<file path="src/haptic_event_slot_mixer_core_defines.svh">
// Assertion helpers for the haptic event slot mixer
`ifndef HAPTIC_EVENT_SLOT_MIXER_CORE_DEFINES_SVH
`define HAPTIC_EVENT_SLOT_MIXER_CORE_DEFINES_SVH

// Same-cycle implication, checked out of reset
`define HESM_ASSERT_NOW(label, ante, cons, msg) \
  label: assert property (@(posedge clk) disable iff (!rst_n) (ante) |-> (cons)) \
    else $error(msg);

// Next-cycle implication, checked out of reset
`define HESM_ASSERT_NEXT(label, ante, cons, msg) \
  label: assert property (@(posedge clk) disable iff (!rst_n) (ante) |=> (cons)) \
    else $error(msg);

`endif

</file>
<file path="src/hesm_pkg.sv">
package hesm_pkg;

  localparam int unsigned SLOTS_PER_HAND_DEF = 4;
  localparam int unsigned ORDER_WIDTH_DEF    = 32;

  localparam int unsigned US_W    = 20;
  localparam int unsigned INT_W   = 16;
  localparam int unsigned ACT_W   = 5;
  localparam int unsigned LIM_W   = 2;
  localparam int unsigned CFG_IDX_W = 3;
  localparam int unsigned IN_DATA_W  = 80;
  localparam int unsigned OUT_DATA_W = 48;
  localparam int unsigned SLOT_W  = 2 * INT_W + 2 * US_W;

  localparam logic [US_W-1:0]  MAX_DUR_RST   = 20'd200000;
  localparam logic [US_W-1:0]  PULSE_MIN_RST = 20'd5000;
  localparam logic [US_W-1:0]  PULSE_MAX_RST = 20'd20000;
  localparam logic [US_W-1:0]  DEF_TICK_RST  = 20'd11111;
  localparam logic [LIM_W-1:0] OUT_LIM_RST   = 2'd2;

  // Register indexes
  typedef enum logic [CFG_IDX_W-1:0] {
    REG_MAX_DUR   = 3'd0,
    REG_PULSE_MIN = 3'd1,
    REG_PULSE_MAX = 3'd2,
    REG_DEF_TICK  = 3'd3,
    REG_OUT_LIM   = 3'd4
  } reg_idx_t;

  localparam logic OP_QUEUE = 1'b0;
  localparam logic OP_TICK  = 1'b1;

  // One slot word in the event RAM
  typedef struct packed {
    logic [INT_W-1:0] start;
    logic [INT_W-1:0] fin;
    logic [US_W-1:0]  dur;
    logic [US_W-1:0]  elapsed;
  } slot_t;

  // One buffered result
  typedef struct packed {
    logic             hand;
    logic [INT_W-1:0] intensity;
    logic [US_W-1:0]  pulse;
    logic [ACT_W-1:0] active;
  } res_t;

  typedef enum logic [8:0] {
    ST_IDLE  = 9'b000000001,
    ST_QSCAN = 9'b000000010,
    ST_QWR   = 9'b000000100,
    ST_TRD   = 9'b000001000,
    ST_TPROC = 9'b000010000,
    ST_TFIN  = 9'b000100000,
    ST_MUL   = 9'b001000000,
    ST_DIV   = 9'b010000000,
    ST_EMIT  = 9'b100000000
  } state_t;

endpackage

</file>
<file path="src/hesm_ram.sv">
module hesm_ram #(
  parameter int unsigned WIDTH = 8,
  parameter int unsigned DEPTH = 2
) (
  input  logic                     clk,
  input  logic                     we,
  input  logic [$clog2(DEPTH)-1:0] waddr,
  input  logic [WIDTH-1:0]         wdata,
  input  logic [$clog2(DEPTH)-1:0] raddr,
  output logic [WIDTH-1:0]         rdata
);

  logic [WIDTH-1:0] mem [DEPTH];

  // Write port and registered read port
  always_ff @(posedge clk) begin
    if (we) begin
      mem[waddr] <= wdata;
    end
    rdata <= mem[raddr];
  end

endmodule

</file>
<file path="src/haptic_event_slot_mixer_core.sv">
// Haptic event slot mixer. Holds SLOTS_PER_HAND vibration events per hand in
// one single-port-write RAM with registered read. A queue beat (tuser op 0)
// runs a slot search over the order numbers, then the write; a dropped event
// is taken in idle with no search. A tick beat (tuser op 1) walks each hand's
// slots (RAM read, then age and write back for each slot) and then a finish
// step, then for an emitting hand runs a multiply and a 16-step restoring
// divide for the ramp (the divide is skipped for a duration of 1 or less),
// then delivers the buffered results, waiting while the output stalls. Input
// is taken only between beats; a result left waiting at the output does not
// hold off the next input beat. Slot data is undefined until written; no
// clearing pass is run after reset.
`include "haptic_event_slot_mixer_core_defines.svh"

module haptic_event_slot_mixer_core #(
  parameter int unsigned SLOTS_PER_HAND = hesm_pkg::SLOTS_PER_HAND_DEF,
  parameter int unsigned ORDER_WIDTH    = hesm_pkg::ORDER_WIDTH_DEF
) (
  input  logic                             clk,
  input  logic                             rst_n,
  input  logic                             in_tvalid,
  output logic                             in_tready,
  // tdata: hand[0], duration_us[20:1], start_intensity[36:21],
  //        end_intensity[52:37], tick_us[72:53], zero fill
  input  logic [hesm_pkg::IN_DATA_W-1:0]   in_tdata,
  // tuser: op[0]
  input  logic                             in_tuser,
  output logic                             out_tvalid,
  input  logic                             out_tready,
  // tdata: intensity[15:0], pulse_us[35:16], active_slots[40:36], zero fill
  output logic [hesm_pkg::OUT_DATA_W-1:0]  out_tdata,
  // tuser: out_hand[0]
  output logic                             out_tuser,
  output logic                             out_tlast,
  input  logic                             cfg_we,
  input  logic [hesm_pkg::CFG_IDX_W-1:0]   cfg_index,
  input  logic [hesm_pkg::US_W-1:0]        cfg_wdata
);

  localparam int unsigned NSLOT = 2 * SLOTS_PER_HAND;
  localparam int unsigned SW    = $clog2(NSLOT);
  localparam int unsigned LW    = (SLOTS_PER_HAND > 1) ? $clog2(SLOTS_PER_HAND) : 1;
  localparam int unsigned US_W  = hesm_pkg::US_W;
  localparam int unsigned INT_W = hesm_pkg::INT_W;
  localparam int unsigned PROD_W = INT_W + US_W;
  localparam int unsigned NUM_W  = PROD_W + 1;
  localparam int unsigned REM_W  = US_W + 1;
  localparam int unsigned DCNT_W = $clog2(INT_W);

  // Configuration registers
  logic [US_W-1:0]            max_dur_r, pulse_min_r, pulse_max_r, def_tick_r;
  logic [hesm_pkg::LIM_W-1:0] out_lim_r;

  always_ff @(posedge clk) begin
    if (!rst_n) begin
      max_dur_r   <= hesm_pkg::MAX_DUR_RST;
      pulse_min_r <= hesm_pkg::PULSE_MIN_RST;
      pulse_max_r <= hesm_pkg::PULSE_MAX_RST;
      def_tick_r  <= hesm_pkg::DEF_TICK_RST;
      out_lim_r   <= hesm_pkg::OUT_LIM_RST;
    end else if (cfg_we) begin
      case (cfg_index)
        hesm_pkg::REG_MAX_DUR:   max_dur_r   <= cfg_wdata;
        hesm_pkg::REG_PULSE_MIN: pulse_min_r <= cfg_wdata;
        hesm_pkg::REG_PULSE_MAX: pulse_max_r <= cfg_wdata;
        hesm_pkg::REG_DEF_TICK:  def_tick_r  <= cfg_wdata;
        hesm_pkg::REG_OUT_LIM:   out_lim_r   <= cfg_wdata[hesm_pkg::LIM_W-1:0];
        default: ;
      endcase
    end
  end

  // Unpack the input beat
  logic             in_hand;
  logic [US_W-1:0]  in_dur, in_tick;
  logic [INT_W-1:0] in_st, in_en;
  assign in_hand = in_tdata[0];
  assign in_dur  = in_tdata[20:1];
  assign in_st   = in_tdata[36:21];
  assign in_en   = in_tdata[52:37];
  assign in_tick = in_tdata[72:53];

  logic [US_W-1:0] dur_c, delta_c, tick_lo, tick_c;
  logic            q_drop;
  assign dur_c   = (in_dur > max_dur_r) ? max_dur_r : in_dur;
  assign q_drop  = (dur_c == '0) || ((in_st == '0) && (in_en == '0));
  assign delta_c = (in_tick == '0) ? def_tick_r : in_tick;
  assign tick_lo = (delta_c < pulse_min_r) ? pulse_min_r : delta_c;
  assign tick_c  = (tick_lo > pulse_max_r) ? pulse_max_r : tick_lo;

  hesm_pkg::state_t state_r, state_nxt;
  logic                   hand_r;
  logic [LW-1:0]          idx_r;
  logic [SW-1:0]          slot_addr;
  logic                   live_r [NSLOT];
  logic [ORDER_WIDTH-1:0] order_r [NSLOT];
  logic [ORDER_WIDTH-1:0] next_order_r, best_order_r, next_order_inc;
  logic                   found_r;
  logic [LW-1:0]          pick_r;
  hesm_pkg::slot_t        q_slot_r, best_r, rd_slot, wr_slot;
  logic [US_W-1:0]        delta_r, tickc_r;
  logic [hesm_pkg::ACT_W-1:0] lcnt_r;
  logic [PROD_W-1:0]      prod_r;
  logic [REM_W-1:0]       rem_r;
  logic [INT_W-1:0]       quo_r;
  logic [DCNT_W-1:0]      dcnt_r;
  logic                   dinit_r;
  hesm_pkg::res_t         res_r [2];
  logic [1:0]             rcnt_r;
  logic                   eidx_r;
  logic                   ram_we;
  logic [SW-1:0]          ram_waddr;
  logic                   idx_last;

  assign slot_addr = hand_r ? (SW'(SLOTS_PER_HAND) + SW'(idx_r)) : SW'(idx_r);
  assign idx_last  = (idx_r == LW'(SLOTS_PER_HAND - 1));
  assign in_tready = (state_r == hesm_pkg::ST_IDLE);
  assign next_order_inc = next_order_r + ORDER_WIDTH'(1);

  // Event RAM
  logic [hesm_pkg::SLOT_W-1:0] ram_rdata;
  hesm_ram #(.WIDTH(hesm_pkg::SLOT_W), .DEPTH(NSLOT)) u_ram (
    .clk   (clk),
    .we    (ram_we),
    .waddr (ram_waddr),
    .wdata (wr_slot),
    .raddr (slot_addr),
    .rdata (ram_rdata)
  );
  assign rd_slot = hesm_pkg::slot_t'(ram_rdata);

  // Age the slot just read
  logic [US_W:0]   age_sum;
  logic [US_W-1:0] age_el;
  logic            pre_dead;
  assign age_sum  = {1'b0, rd_slot.elapsed} + {1'b0, delta_r};
  assign age_el   = age_sum[US_W] ? {US_W{1'b1}} : age_sum[US_W-1:0];
  assign pre_dead = rd_slot.elapsed >= rd_slot.dur;

  always_comb begin
    wr_slot   = rd_slot;
    ram_we    = 1'b0;
    ram_waddr = slot_addr;
    if (state_r == hesm_pkg::ST_QWR) begin
      wr_slot   = q_slot_r;
      ram_we    = 1'b1;
      ram_waddr = hand_r ? (SW'(SLOTS_PER_HAND) + SW'(pick_r)) : SW'(pick_r);
    end else if (state_r == hesm_pkg::ST_TPROC) begin
      wr_slot.elapsed = age_el;
      ram_we = live_r[slot_addr] && !pre_dead;
    end
  end

  // Ramp divide step
  logic [REM_W:0]  div_t;
  logic            div_ge;
  logic [INT_W-1:0] diff;
  logic [NUM_W-1:0] num;
  logic            up;
  assign up     = best_r.fin >= best_r.start;
  assign diff   = up ? (best_r.fin - best_r.start) : (best_r.start - best_r.fin);
  assign num    = {1'b0, prod_r} + NUM_W'(best_r.dur >> 1);
  assign div_t  = {rem_r, quo_r[INT_W-1]};
  assign div_ge = div_t >= {2'b0, best_r.dur};

  logic emit_ok;
  assign emit_ok = found_r && (rcnt_r < out_lim_r);

  // Load the output register when it is free or being taken
  logic emit_load;
  assign emit_load = (state_r == hesm_pkg::ST_EMIT) && (!out_tvalid || out_tready);

  always_comb begin
    state_nxt = state_r;
    unique case (state_r)
      hesm_pkg::ST_IDLE:
        if (in_tvalid) begin
          if (in_tuser == hesm_pkg::OP_TICK) state_nxt = hesm_pkg::ST_TRD;
          else if (!q_drop)                  state_nxt = hesm_pkg::ST_QSCAN;
        end
      hesm_pkg::ST_QSCAN: if (idx_last) state_nxt = hesm_pkg::ST_QWR;
      hesm_pkg::ST_QWR:   state_nxt = hesm_pkg::ST_IDLE;
      hesm_pkg::ST_TRD:   state_nxt = hesm_pkg::ST_TPROC;
      hesm_pkg::ST_TPROC: state_nxt = idx_last ? hesm_pkg::ST_TFIN : hesm_pkg::ST_TRD;
      hesm_pkg::ST_TFIN:
        if (emit_ok)            state_nxt = hesm_pkg::ST_MUL;
        else if (!hand_r)       state_nxt = hesm_pkg::ST_TRD;
        else if (rcnt_r != '0)  state_nxt = hesm_pkg::ST_EMIT;
        else                    state_nxt = hesm_pkg::ST_IDLE;
      hesm_pkg::ST_MUL:
        state_nxt = (best_r.dur <= US_W'(1)) ?
                    (hand_r ? hesm_pkg::ST_EMIT : hesm_pkg::ST_TRD) : hesm_pkg::ST_DIV;
      hesm_pkg::ST_DIV:
        if (!dinit_r && dcnt_r == DCNT_W'(INT_W - 1))
          state_nxt = hand_r ? hesm_pkg::ST_EMIT : hesm_pkg::ST_TRD;
      hesm_pkg::ST_EMIT:
        if (emit_load && (eidx_r == (rcnt_r == 2'd2)))
          state_nxt = hesm_pkg::ST_IDLE;
      default: state_nxt = hesm_pkg::ST_IDLE;
    endcase
  end

  // Control state
  always_ff @(posedge clk) begin
    if (!rst_n) begin
      state_r      <= hesm_pkg::ST_IDLE;
      next_order_r <= ORDER_WIDTH'(1);
      rcnt_r       <= '0;
      out_tvalid   <= 1'b0;
      for (int i = 0; i < NSLOT; i++) begin
        live_r[i]  <= 1'b0;
        order_r[i] <= '0;
      end
    end else begin
      state_r <= state_nxt;
      if (emit_load)       out_tvalid <= 1'b1;
      else if (out_tready) out_tvalid <= 1'b0;
      unique case (state_r)
        hesm_pkg::ST_IDLE: begin
          idx_r        <= '0;
          hand_r       <= (in_tuser == hesm_pkg::OP_TICK) ? 1'b0 : in_hand;
          found_r      <= 1'b0;
          pick_r       <= '0;
          best_order_r <= '1;
          lcnt_r       <= '0;
          rcnt_r       <= '0;
          eidx_r       <= 1'b0;
          delta_r      <= delta_c;
          tickc_r      <= tick_c;
          q_slot_r     <= '{start: in_st, fin: in_en, dur: dur_c, elapsed: '0};
        end
        hesm_pkg::ST_QSCAN: begin
          if (!found_r) begin
            if (!live_r[slot_addr]) begin
              pick_r  <= idx_r;
              found_r <= 1'b1;
            end else if (order_r[slot_addr] < best_order_r) begin
              pick_r       <= idx_r;
              best_order_r <= order_r[slot_addr];
            end
          end
          idx_r <= idx_r + LW'(1);
        end
        hesm_pkg::ST_QWR: begin
          live_r[ram_waddr]  <= 1'b1;
          order_r[ram_waddr] <= next_order_r;
          next_order_r <= (next_order_inc == '0) ? ORDER_WIDTH'(1) : next_order_inc;
        end
        hesm_pkg::ST_TRD: ;
        hesm_pkg::ST_TPROC: begin
          if (live_r[slot_addr]) begin
            if (pre_dead) begin
              live_r[slot_addr] <= 1'b0;
            end else begin
              if (!found_r || order_r[slot_addr] > best_order_r) begin
                found_r      <= 1'b1;
                best_order_r <= order_r[slot_addr];
                best_r       <= rd_slot;
              end
              if (age_el >= rd_slot.dur) live_r[slot_addr] <= 1'b0;
              else                       lcnt_r <= lcnt_r + hesm_pkg::ACT_W'(1);
            end
          end
          idx_r <= idx_r + LW'(1);
        end
        hesm_pkg::ST_TFIN: begin
          if (emit_ok) begin
            res_r[rcnt_r[0]].hand   <= hand_r;
            res_r[rcnt_r[0]].pulse  <= ((best_r.dur - best_r.elapsed) < tickc_r) ?
                                       (best_r.dur - best_r.elapsed) : tickc_r;
            res_r[rcnt_r[0]].active <= lcnt_r;
          end else begin
            hand_r  <= 1'b1;
            idx_r   <= '0;
            found_r <= 1'b0;
            lcnt_r  <= '0;
          end
        end
        hesm_pkg::ST_MUL: begin
          prod_r  <= PROD_W'(diff) * PROD_W'(best_r.elapsed);
          dinit_r <= 1'b1;
          dcnt_r  <= '0;
          if (best_r.dur <= US_W'(1)) begin
            res_r[rcnt_r[0]].intensity <= best_r.fin;
            rcnt_r  <= rcnt_r + 2'd1;
            hand_r  <= 1'b1;
            idx_r   <= '0;
            found_r <= 1'b0;
            lcnt_r  <= '0;
          end
        end
        hesm_pkg::ST_DIV: begin
          if (dinit_r) begin
            rem_r   <= num[NUM_W-1:INT_W];
            quo_r   <= num[INT_W-1:0];
            dinit_r <= 1'b0;
          end else begin
            rem_r  <= div_ge ? REM_W'(div_t - {2'b0, best_r.dur}) : div_t[REM_W-1:0];
            quo_r  <= {quo_r[INT_W-2:0], div_ge};
            dcnt_r <= dcnt_r + DCNT_W'(1);
            if (dcnt_r == DCNT_W'(INT_W - 1)) begin
              res_r[rcnt_r[0]].intensity <= up ?
                (best_r.start + {quo_r[INT_W-2:0], div_ge}) :
                (best_r.start - {quo_r[INT_W-2:0], div_ge});
              rcnt_r  <= rcnt_r + 2'd1;
              hand_r  <= 1'b1;
              idx_r   <= '0;
              found_r <= 1'b0;
              lcnt_r  <= '0;
            end
          end
        end
        hesm_pkg::ST_EMIT: begin
          if (emit_load) begin
            out_tuser  <= res_r[eidx_r].hand;
            out_tdata  <= {7'd0, res_r[eidx_r].active, res_r[eidx_r].pulse,
                           res_r[eidx_r].intensity};
            out_tlast  <= (eidx_r == (rcnt_r == 2'd2));
            eidx_r     <= 1'b1;
          end
        end
        default: ;
      endcase
    end
  end

  // Checks
  `HESM_ASSERT_NOW(a_ram_we_state, ram_we,
    (state_r == hesm_pkg::ST_QWR) || (state_r == hesm_pkg::ST_TPROC),
    "event RAM written outside a write state")
  `HESM_ASSERT_NEXT(a_queue_live, state_r == hesm_pkg::ST_QWR,
    live_r[$past(ram_waddr)], "queued slot not marked live")
  `HESM_ASSERT_NOW(a_order_nonzero, state_r == hesm_pkg::ST_QWR,
    next_order_r != '0, "sequence counter reached zero")
  `HESM_ASSERT_NOW(a_emit_has_res, state_r == hesm_pkg::ST_EMIT,
    (rcnt_r == 2'd1) || (rcnt_r == 2'd2), "emit state without a buffered result")

endmodule
</file>
<file path="config.mk">
export PLATFORM = sky130hd
export DESIGN_NAME = haptic_event_slot_mixer_core
export DESIGN_NICKNAME = d
export VERILOG_FILES = /design/src/hesm_pkg.sv /design/src/hesm_ram.sv /design/src/haptic_event_slot_mixer_core.sv
export VERILOG_INCLUDE_DIRS = /design/src /design/src/src
export SDC_FILE = /design/constraint.sdc
export NUM_CORES = 2
export LEC_CHECK = 0
export BUFFER_PORTS_ARGS = -buffer_cell sky130_fd_sc_hd__buf_2
export CELL_PAD_IN_SITES_DETAIL_PLACEMENT = 1
export CELL_PAD_IN_SITES_GLOBAL_PLACEMENT = 2
export CORE_ASPECT_RATIO = 1.4
export CORE_MARGIN = 2
export CORE_UTILIZATION = 25
export CTS_CLUSTER_SIZE = 14
export DETAILED_ROUTE_END_ITERATION = 6
export GPL_ROUTABILITY_DRIVEN = 0
export MAX_ROUTING_LAYER = met4
export PLACE_DENSITY_LB_ADDON = 0.05
export REMOVE_ABC_BUFFERS = 1
export SLEW_MARGIN = 20
export SYNTH_ARGS = -nofsm -noshare
export SYNTH_HDL_FRONTEND = slang
export SYNTH_SLANG_ARGS = --single-unit
export TNS_END_PERCENT = 5
</file>
<file path="constraint.sdc">
create_clock -name clk -period 11.4 [get_ports clk]
set_input_delay 2.28 -clock clk [delete_from_list [all_inputs] [get_ports clk]]
set_output_delay 2.28 -clock clk [all_outputs]
set_load 0.02 [all_outputs]
</file>
**Yosys cells after proc, flatten, opt, wreduce, memory -nomap -nowiden**

Memories as Yosys holds them, arrays and structs flattened. A register that Yosys moved wholly into a read port is not among the register bits.
Index checks and enable logic that the tools add are counted.

- Memories: 4
- Bits in writable memories: 924
- Input bits: 109
- Register bits: 413

Memories:

| name | depth | width | read ports | clocked after memory_dff | write ports | line | text |
|---|---|---|---|---|---|---|---|
| u_ram.mem | 8 | 72 | 1 | 1 | 1 | hesm_ram.sv:13 | `logic [WIDTH-1:0] mem [DEPTH];` |
| order_r | 8 | 32 | 1 | 0 | 8 | haptic_event_slot_mixer_core.sv:95 | `logic [ORDER_WIDTH-1:0] order_r [NSLOT];` |
| res_r | 2 | 42 | 1 | 1 | 1 | haptic_event_slot_mixer_core.sv:107 | `hesm_pkg::res_t res_r [2];` |
| live_r | 8 | 1 | 1 | 0 | 8 | haptic_event_slot_mixer_core.sv:94 | `logic live_r [NSLOT];` |

- $add $sub $neg: 15
- Bitwise gates (word level): 3
- Eq/ne operators: 35
- Muxes and demuxes: 125
- Reductions and logical operators: 55
- Multipliers: 1
- Order comparisons: 12

Operator list:

| operator | count |
|---|---|
| $mux W32 | 8 |
| $mux W20 | 8 |
| $mux W9 | 11 |
| $pmux W32 S3 | 1 |
| $pmux W9 S8 | 1 |
| $mux W16 | 4 |
| $mux W1 | 55 |
| $mux W52 | 1 |
| $sub A16 B16 Y16 | 3 |
| $mux W21 | 2 |
| $ge A20 B20 Y1 | 2 |
| $gt A20 B20 Y1 | 2 |
| $logic_not A20 Y1 | 2 |
| $lt A20 B20 Y1 | 2 |
| $add A36 B19 Y37 | 1 |
| $mul A16 B20 Y36 | 1 |
| $mux W5 | 7 |
| $add A32 B1 Y32 const B | 1 |
| $gt A32 B32 Y1 | 1 |
| $logic_not A16 Y1 | 2 |
| $logic_not A32 Y1 | 1 |
| $lt A32 B32 Y1 | 1 |
| $reduce_or A32 Y1 | 1 |
| $ne A2 B2 Y1 const B | 13 |
| 61 further kinds | 115 |

**Depth between registers and ports, before layout**

- Depth in word-level cells: 12
- Gate-level depth with buffers: 39
- Depth with buffers taken out: 36

**Cells and area by module**

Synthesis repeated with hierarchy kept, for this count alone.

- Cells, all modules: 6,109
- Area, all modules: 77,574.4 um^2

Modules (own cells, without submodules):

| module | area each (um^2) | cells each | instances | sequential area each (um^2) |
|---|---|---|---|---|
| haptic_event_slot_mixer_core | 54,205.7 | 5,192 | 1 | 22,771.8 |
| hesm_ram | 23,368.7 | 917 | 1 | 18,738.0 |

**Worst setup path after synthesis**

No wires, ideal clock.

- Kind: reg-to-reg
- Start: register idx_r[0]
- End: register best_r[0] (netlist bit), enable pin
- Data required time: 10,810 ps
- Arrival: 8,437 ps
- Library setup time: 590 ps
- Cell stages (with the launch flop): 15
- Buffers on the path: 3
- Setup slack: 2,372 ps
- Path through: edfxtp_1 clkbuf_1 buf_2 buf_1 mux4_2 mux2_2 ha_1 nand3_1 o221ai_1 a21o_1 a21oi_1 o21a_1 o221a_2 o21a_1 nor3_1

- Cells in the longest elaborated chain, start to end: 6

Ends and longest elaborated chain:

| element | line | text |
|---|---|---|
| start, declared | haptic_event_slot_mixer_core.sv:92 | `logic [LW-1:0] idx_r;` |
| start signal, assigned | haptic_event_slot_mixer_core.sv:241 | `idx_r <= idx_r + LW'(1);` |
| start signal, assigned | haptic_event_slot_mixer_core.sv:263 | `idx_r <= idx_r + LW'(1);` |
| $add A3 B2 Y3 | haptic_event_slot_mixer_core.sv:114 | `assign slot_addr = hand_r ? (SW'(SLOTS_PER_HAND) + SW'(idx_r)) : SW'(idx_r);` |
| $mux W3 (*) | haptic_event_slot_mixer_core.sv:114 |  |
| $mem_v2 Z8 W32 | - |  |
| $gt A32 B32 Y1 | haptic_event_slot_mixer_core.sv:254 | `if (!found_r \|\| order_r[slot_addr] > best_order_r) begin` |
| $logic_or A1 B1 Y1 | haptic_event_slot_mixer_core.sv:254 |  |
| $reduce_and A5 Y1 (no source line) (*) | - |  |
| end signal, assigned | haptic_event_slot_mixer_core.sv:257 | `best_r <= rd_slot;` |
| end, declared | haptic_event_slot_mixer_core.sv:99 | `hesm_pkg::slot_t q_slot_r, best_r, rd_slot, wr_slot;` |

Mark *: on every way between the ends. The rest lies on a longest branch, timed or not.
A chain may end at the register's enable or synchronous reset.

**Worst setup path after layout**

- Start: register best_r[66] (netlist bit)
- End: register prod_r[34], data pin

- Cells in the longest elaborated chain, start to end: 3

Ends and longest elaborated chain:

| element | line | text |
|---|---|---|
| $sub A16 B16 Y16 / $ge A16 B16 Y1 (equally long branches) | haptic_event_slot_mixer_core.sv:160, haptic_event_slot_mixer_core.sv:159 |  |
| $mux W16 (*) | haptic_event_slot_mixer_core.sv:160 | `assign diff = up ? (best_r.fin - best_r.start) : (best_r.start - best_r.fin);` |
| $mul A16 B20 Y36 (*) | haptic_event_slot_mixer_core.sv:279 | `prod_r <= PROD_W'(diff) * PROD_W'(best_r.elapsed);` |
| end signal, assigned | haptic_event_slot_mixer_core.sv:279 |  |
| end, declared | haptic_event_slot_mixer_core.sv:102 | `logic [PROD_W-1:0] prod_r;` |

Marks and branches as above.

==> impl_results.html <==
<table>
<tr><th>Metric</th><th>Value</th></tr>
<tr><th colspan="2">Clock tree</th></tr>
<tr><td>Cell at the root of the clock tree</td><td>clkbuf_16</td></tr>
<tr><td>Maximum level of the CTS H-tree</td><td>4</td></tr>
<tr><td>Clk pin slew, worst setup/hold paths</td><td>roughly 60 ps</td></tr>
<tr><td>Clock latency on the worst-skew pair</td><td>between 800 and 900 ps</td></tr>
<tr><td>Count of hold buffers inserted by post-cts repair</td><td>0</td></tr>
<tr><td>Number of gates resized after CTS</td><td>0</td></tr>
<tr><td>CTS tree</td><td>built</td></tr>
<tr><td>Clock buffers created by TritonCTS</td><td>around 170</td></tr>
<tr><td>CTS max path bufs</td><td>4</td></tr>
<tr><td>Post-CTS setup buffer count</td><td>0</td></tr>
<tr><td>Clock sink count</td><td>approximately 1500</td></tr>
<tr><th colspan="2">Synth</th></tr>
<tr><td>Cell taking the most area after synthesis</td><td>edfxtp_1</td></tr>
<tr><td>Leading post-synthesis cells by cell area</td><td>edfxtp_1 (48%), fa_1 (6.6%), ha_1 (6.3%)</td></tr>
<tr><td>Post-synthesis cell count</td><td>between 6000 and 7000</td></tr>
<tr><td>Count of state elements after synthesis</td><td>roughly 1500</td></tr>
<tr><td>Area share of the largest cell type after synthesis</td><td>between 40% and 50%</td></tr>
<tr><td>Post-synth design cell area</td><td>just under 80000 µm²</td></tr>
<tr><td>Share of async-settable or async-resettable flops after synthesis</td><td>0%</td></tr>
<tr><td>Sequential area share after synthesis</td><td>between 50% and 60%</td></tr>
<tr><td>Post-synthesis area per instance</td><td>between 10 and 15 µm²</td></tr>
<tr><td>Count of flip-flops with a built-in enable after synthesis</td><td>between 1000 and 1500</td></tr>
<tr><td>Number of library cell types mapped by synthesis</td><td>81</td></tr>
<tr><td>Flip-flop cell with the highest count after synthesis</td><td>edfxtp_1</td></tr>
<tr><td>Syn. warnings</td><td>0</td></tr>
<tr><th colspan="2">Final layout</th></tr>
<tr><td>Most common library cell in the layout ignoring fill and taps</td><td>edfxtp_1</td></tr>
<tr><td>Highest-count cells in the layout ignoring fill and taps</td><td>edfxtp_1 (1245), nand2_1 (597), inv_1 (545)</td></tr>
<tr><td>Final Net Count</td><td>between 7000 and 8000</td></tr>
<tr><td>Layout cells sized above 1</td><td>between 15 and 20%</td></tr>
<tr><td>Non-Filler Instances</td><td>about 11000</td></tr>
<tr><td>Total of fill cells in the finished design</td><td>33400</td></tr>
<tr><td>Layout overhead on the synthesized area</td><td>15.5%</td></tr>
<tr><th colspan="2">STA</th></tr>
<tr><td>Maximum clock rate</td><td>between 90 and 100 MHz</td></tr>
<tr><td>Final setup TNS</td><td>0 ps</td></tr>
<tr><td>Final setup violating endpoints</td><td>0</td></tr>
<tr><td>Tightest Pin Transition</td><td>1080 ps</td></tr>
<tr><td>Clock Skew</td><td>72.8 ps</td></tr>
<tr><td>Final hold slack</td><td>~430 ps</td></tr>
<tr><td>Headroom to the max-slew limit</td><td>~28%</td></tr>
<tr><td>Unrepaired setup endpoints after global routing</td><td>no</td></tr>
<tr><td>Final critical-path required period</td><td>between 10000 and 15000 ps</td></tr>
<tr><td>Post-route clock period utilization</td><td>about nine tenths</td></tr>
<tr><td>Worst Slack Setup Final</td><td>roughly 1100 ps</td></tr>
<tr><td>Number of slew-limit violations in the final report</td><td>0</td></tr>
<tr><td>Number of hold-slack violations in the final timing report</td><td>0</td></tr>
<tr><th colspan="2">Setup path</th></tr>
<tr><td>Cell with the largest stage delay on the worst path</td><td>a311oi_1</td></tr>
<tr><td>Delay of the slowest cell on the worst path</td><td>~600 ps</td></tr>
<tr><td>Sort of element at the end of the critical path</td><td>register</td></tr>
<tr><td>Worst endpoint required time</td><td>11950 ps</td></tr>
<tr><td>R2R setup slack</td><td>between 1000 and 1500 ps</td></tr>
<tr><td>Maximum fanout along the worst path</td><td>25</td></tr>
<tr><td>Startpoint type of the worst setup path</td><td>register</td></tr>
<tr><td>Worst Path Arrival</td><td>between 10000 and 15000 ps</td></tr>
<tr><td>Critical path buffer and inverter count</td><td>3</td></tr>
<tr><td>Gate family responsible for the most delay along the worst path</td><td>adder cells</td></tr>
<tr><td>Crit path top cell by count</td><td>fa_1</td></tr>
<tr><td>Setup CP Type</td><td>reg -&gt; reg</td></tr>
<tr><th colspan="2">Die</th></tr>
<tr><td>Horizontal die dimension</td><td>about 470 µm</td></tr>
<tr><td>Area of the die</td><td>315000 µm²</td></tr>
<tr><td>Standard-cell rows</td><td>~240</td></tr>
<tr><td>DIE HEIGHT</td><td>~660 µm</td></tr>
<tr><td>Initial standard-cell utilization of the core</td><td>~25%</td></tr>
<tr><td>I/O pin count</td><td>between 150 and 200</td></tr>
<tr><td>Placeable core region</td><td>between 300000 and 400000 µm²</td></tr>
<tr><th colspan="2">Drt</th></tr>
<tr><td>1st-pass router iterations</td><td>6</td></tr>
<tr><td>Total number of vias</td><td>48100</td></tr>
<tr><td>Final WL</td><td>around 270 mm</td></tr>
<tr><td>Number of remaining DRC errors</td><td>0</td></tr>
<tr><td>DRT antenna net count</td><td>0</td></tr>
<tr><td>1st-iter DRT viols</td><td>2356</td></tr>
<tr><td>Routed wire length per instance</td><td>approximately 26 µm</td></tr>
<tr><td>Vias per cell</td><td>4.57</td></tr>
<tr><th colspan="2">Power</th></tr>
<tr><td>PD cells</td><td>~150 nW/µm²</td></tr>
<tr><td>Pleak</td><td>~33 nW</td></tr>
<tr><td>Worst IR Drop VDD</td><td>about 0.11 mV</td></tr>
<tr><td>Total power after layout</td><td>between 10 and 15 mW</td></tr>
<tr><th colspan="2">GRT</th></tr>
<tr><td>Antenna violations before repair</td><td>25</td></tr>
<tr><td>Vias in the first global route</td><td>about 53000</td></tr>
<tr><td>Wire length of the first global-routing pass</td><td>about 390 mm</td></tr>
<tr><td>Maximum number of pins on one net before global-route repair</td><td>between 90 and 100</td></tr>
<tr><td>Overall track demand over capacity in global routing</td><td>~18%</td></tr>
<tr><td>Global-route congestion overflow total</td><td>0</td></tr>
<tr><th colspan="2">Placed design</th></tr>
<tr><td>Number of buffer cells added on primary ports</td><td>146</td></tr>
<tr><td>Worst Setup Slack post-DPL</td><td>947 ps</td></tr>
<tr><td>Count of placed standard cells including taps</td><td>10200</td></tr>
<tr><td>Detailed placer's ending HPWL</td><td>about 190 mm</td></tr>
<tr><th colspan="2">Min path</th></tr>
<tr><td>Hold Crit Class</td><td>reg -&gt; reg</td></tr>
<tr><th colspan="2">Flow run</th></tr>
<tr><td>Number of max-capacitance violations reported</td><td>0</td></tr>
<tr><th colspan="2">Run status</th></tr>
<tr><td>Result of the run</td><td>finished clean</td></tr>
</table>
-- area by class of cell --
cell class	count	area, µm²	area share (%)
well taps	4131	5170	5.77
multi-input cells	3780	33300	37.1
flip-flops and latches	1451	41500	46.4
clock inverters	80	897	1.00
inverters	549	2060	2.30
repair buffers	290	1890	2.11
diodes	8	20.0	0.0224
clock buffers	231	4730	5.28
-- worst register-to-register path, delay by kind of cell, from the launching register on --
kind / cells / cell delay, ps
DFF: 1 / 450
xor gates and xnor gates: 2 / 490
AOI/OAI and AO/OA: 10 / 3320
and+or+nand+nor: 6 / 1100
adders and majority gates: 8 / 4130
buffers and inverters: 3 / 500
-- logic make-up after synthesis --
| family | count (synthesis) | share of synthesized area (%) |
|---|---|---|
| buf+inv | 841 | 4.14 |
| simple gates | 1667 | 10.7 |
| compound gates | 805 | 6.68 |
| mux | 474 | 9.90 |
| other cells | 1 | 0.00484 |
| xor+xnor | 180 | 2.03 |
| flops | 1451 | 53.6 |
| fa+ha+maj | 647 | 12.9 |
-- metal layers --
metal / up-vias / wire length, µm / GRT usage [%]
li1: 22000 / - / -
met1: 25200 / 117000 / 21.6
met2: 600 / 145000 / 32.1
met3: 252 / 7010 / 1.65
met4: 0 / 5270 / 3.57
met5: - / 0 / -
-- report_power, final --
| group | switching (mW) | internal, mW |
|---|---|---|
| combinational | 0.859 | 0.528 |
| clock | 2.37 | 3.29 |
| sequential | 0.156 | 6.01 |
| total | 3.38 | 9.83 |
-- Yosys cell counts (7+ instances only) --
cell,n
nor4_1,39
nand4_1,45
a21boi_0,72
buf_1,33
fa_1,257
o21a_1,24
a21o_1,118
o31a_1,8
dfxtp_1,206
o211ai_1,32
nor3b_1,10
clkbuf_1,238
a21oi_1,206
xor2_1,63
buf_2,12
o21ai_0,177
and3_1,28
nand2b_1,85
a31oi_1,20
buf_4,9
or3_1,25
and2_1,381
mux2i_1,25
o21bai_1,16
nor2_1,201
edfxtp_1,1245
mux4_2,210
ha_1,390
xnor2_1,117
nand3_1,70
a2111oi_0,7
or4_1,8
o2111ai_1,8
inv_1,547
nand3b_1,10
nor3_1,98
o31ai_1,19
mux2_2,238
a21boi_1,10
a211oi_1,25
nand2_1,597
nor2b_1,37
-- path summary, 6_finish.rpt --
| path | endpoint | start | cells after the start |
|---|---|---|---|
| worst max-delay path | prod_r[34] | best_r[66] | 29 |
| worst min-delay path | best_r[25] | u_ram.rdata[25] | 0 |
| worst max register to register | prod_r[34] | best_r[66] | 29 |
| worst min register to register | best_r[25] | u_ram.rdata[25] | 0 |
-- registers in the layout, summed over array words and instances, names as in the netlist, 16 cells and up --
name,flops
next_order_r,32
pulse_max_r,20
best_order_r,32
u_ram.mem,576
q_slot_r,52
rem_r,21
prod_r,36
delta_r,20
def_tick_r,20
quo_r,16
tickc_r,20
order_r,256
best_r,72
out_tdata,41
res_r,84
u_ram.rdata,72
pulse_min_r,20
max_dur_r,20
-- through the flow --
step | utilization, % | instance area (µm²)
finish | 29.1 | 89500
floorplan | - | 76400
CTS | 29.0 | 89500
detailed placement | 27.2 | 83800
global placement | 27.2 | 83800
global route | 29.0 | 89500
Power figures use the tool's default switching activity.
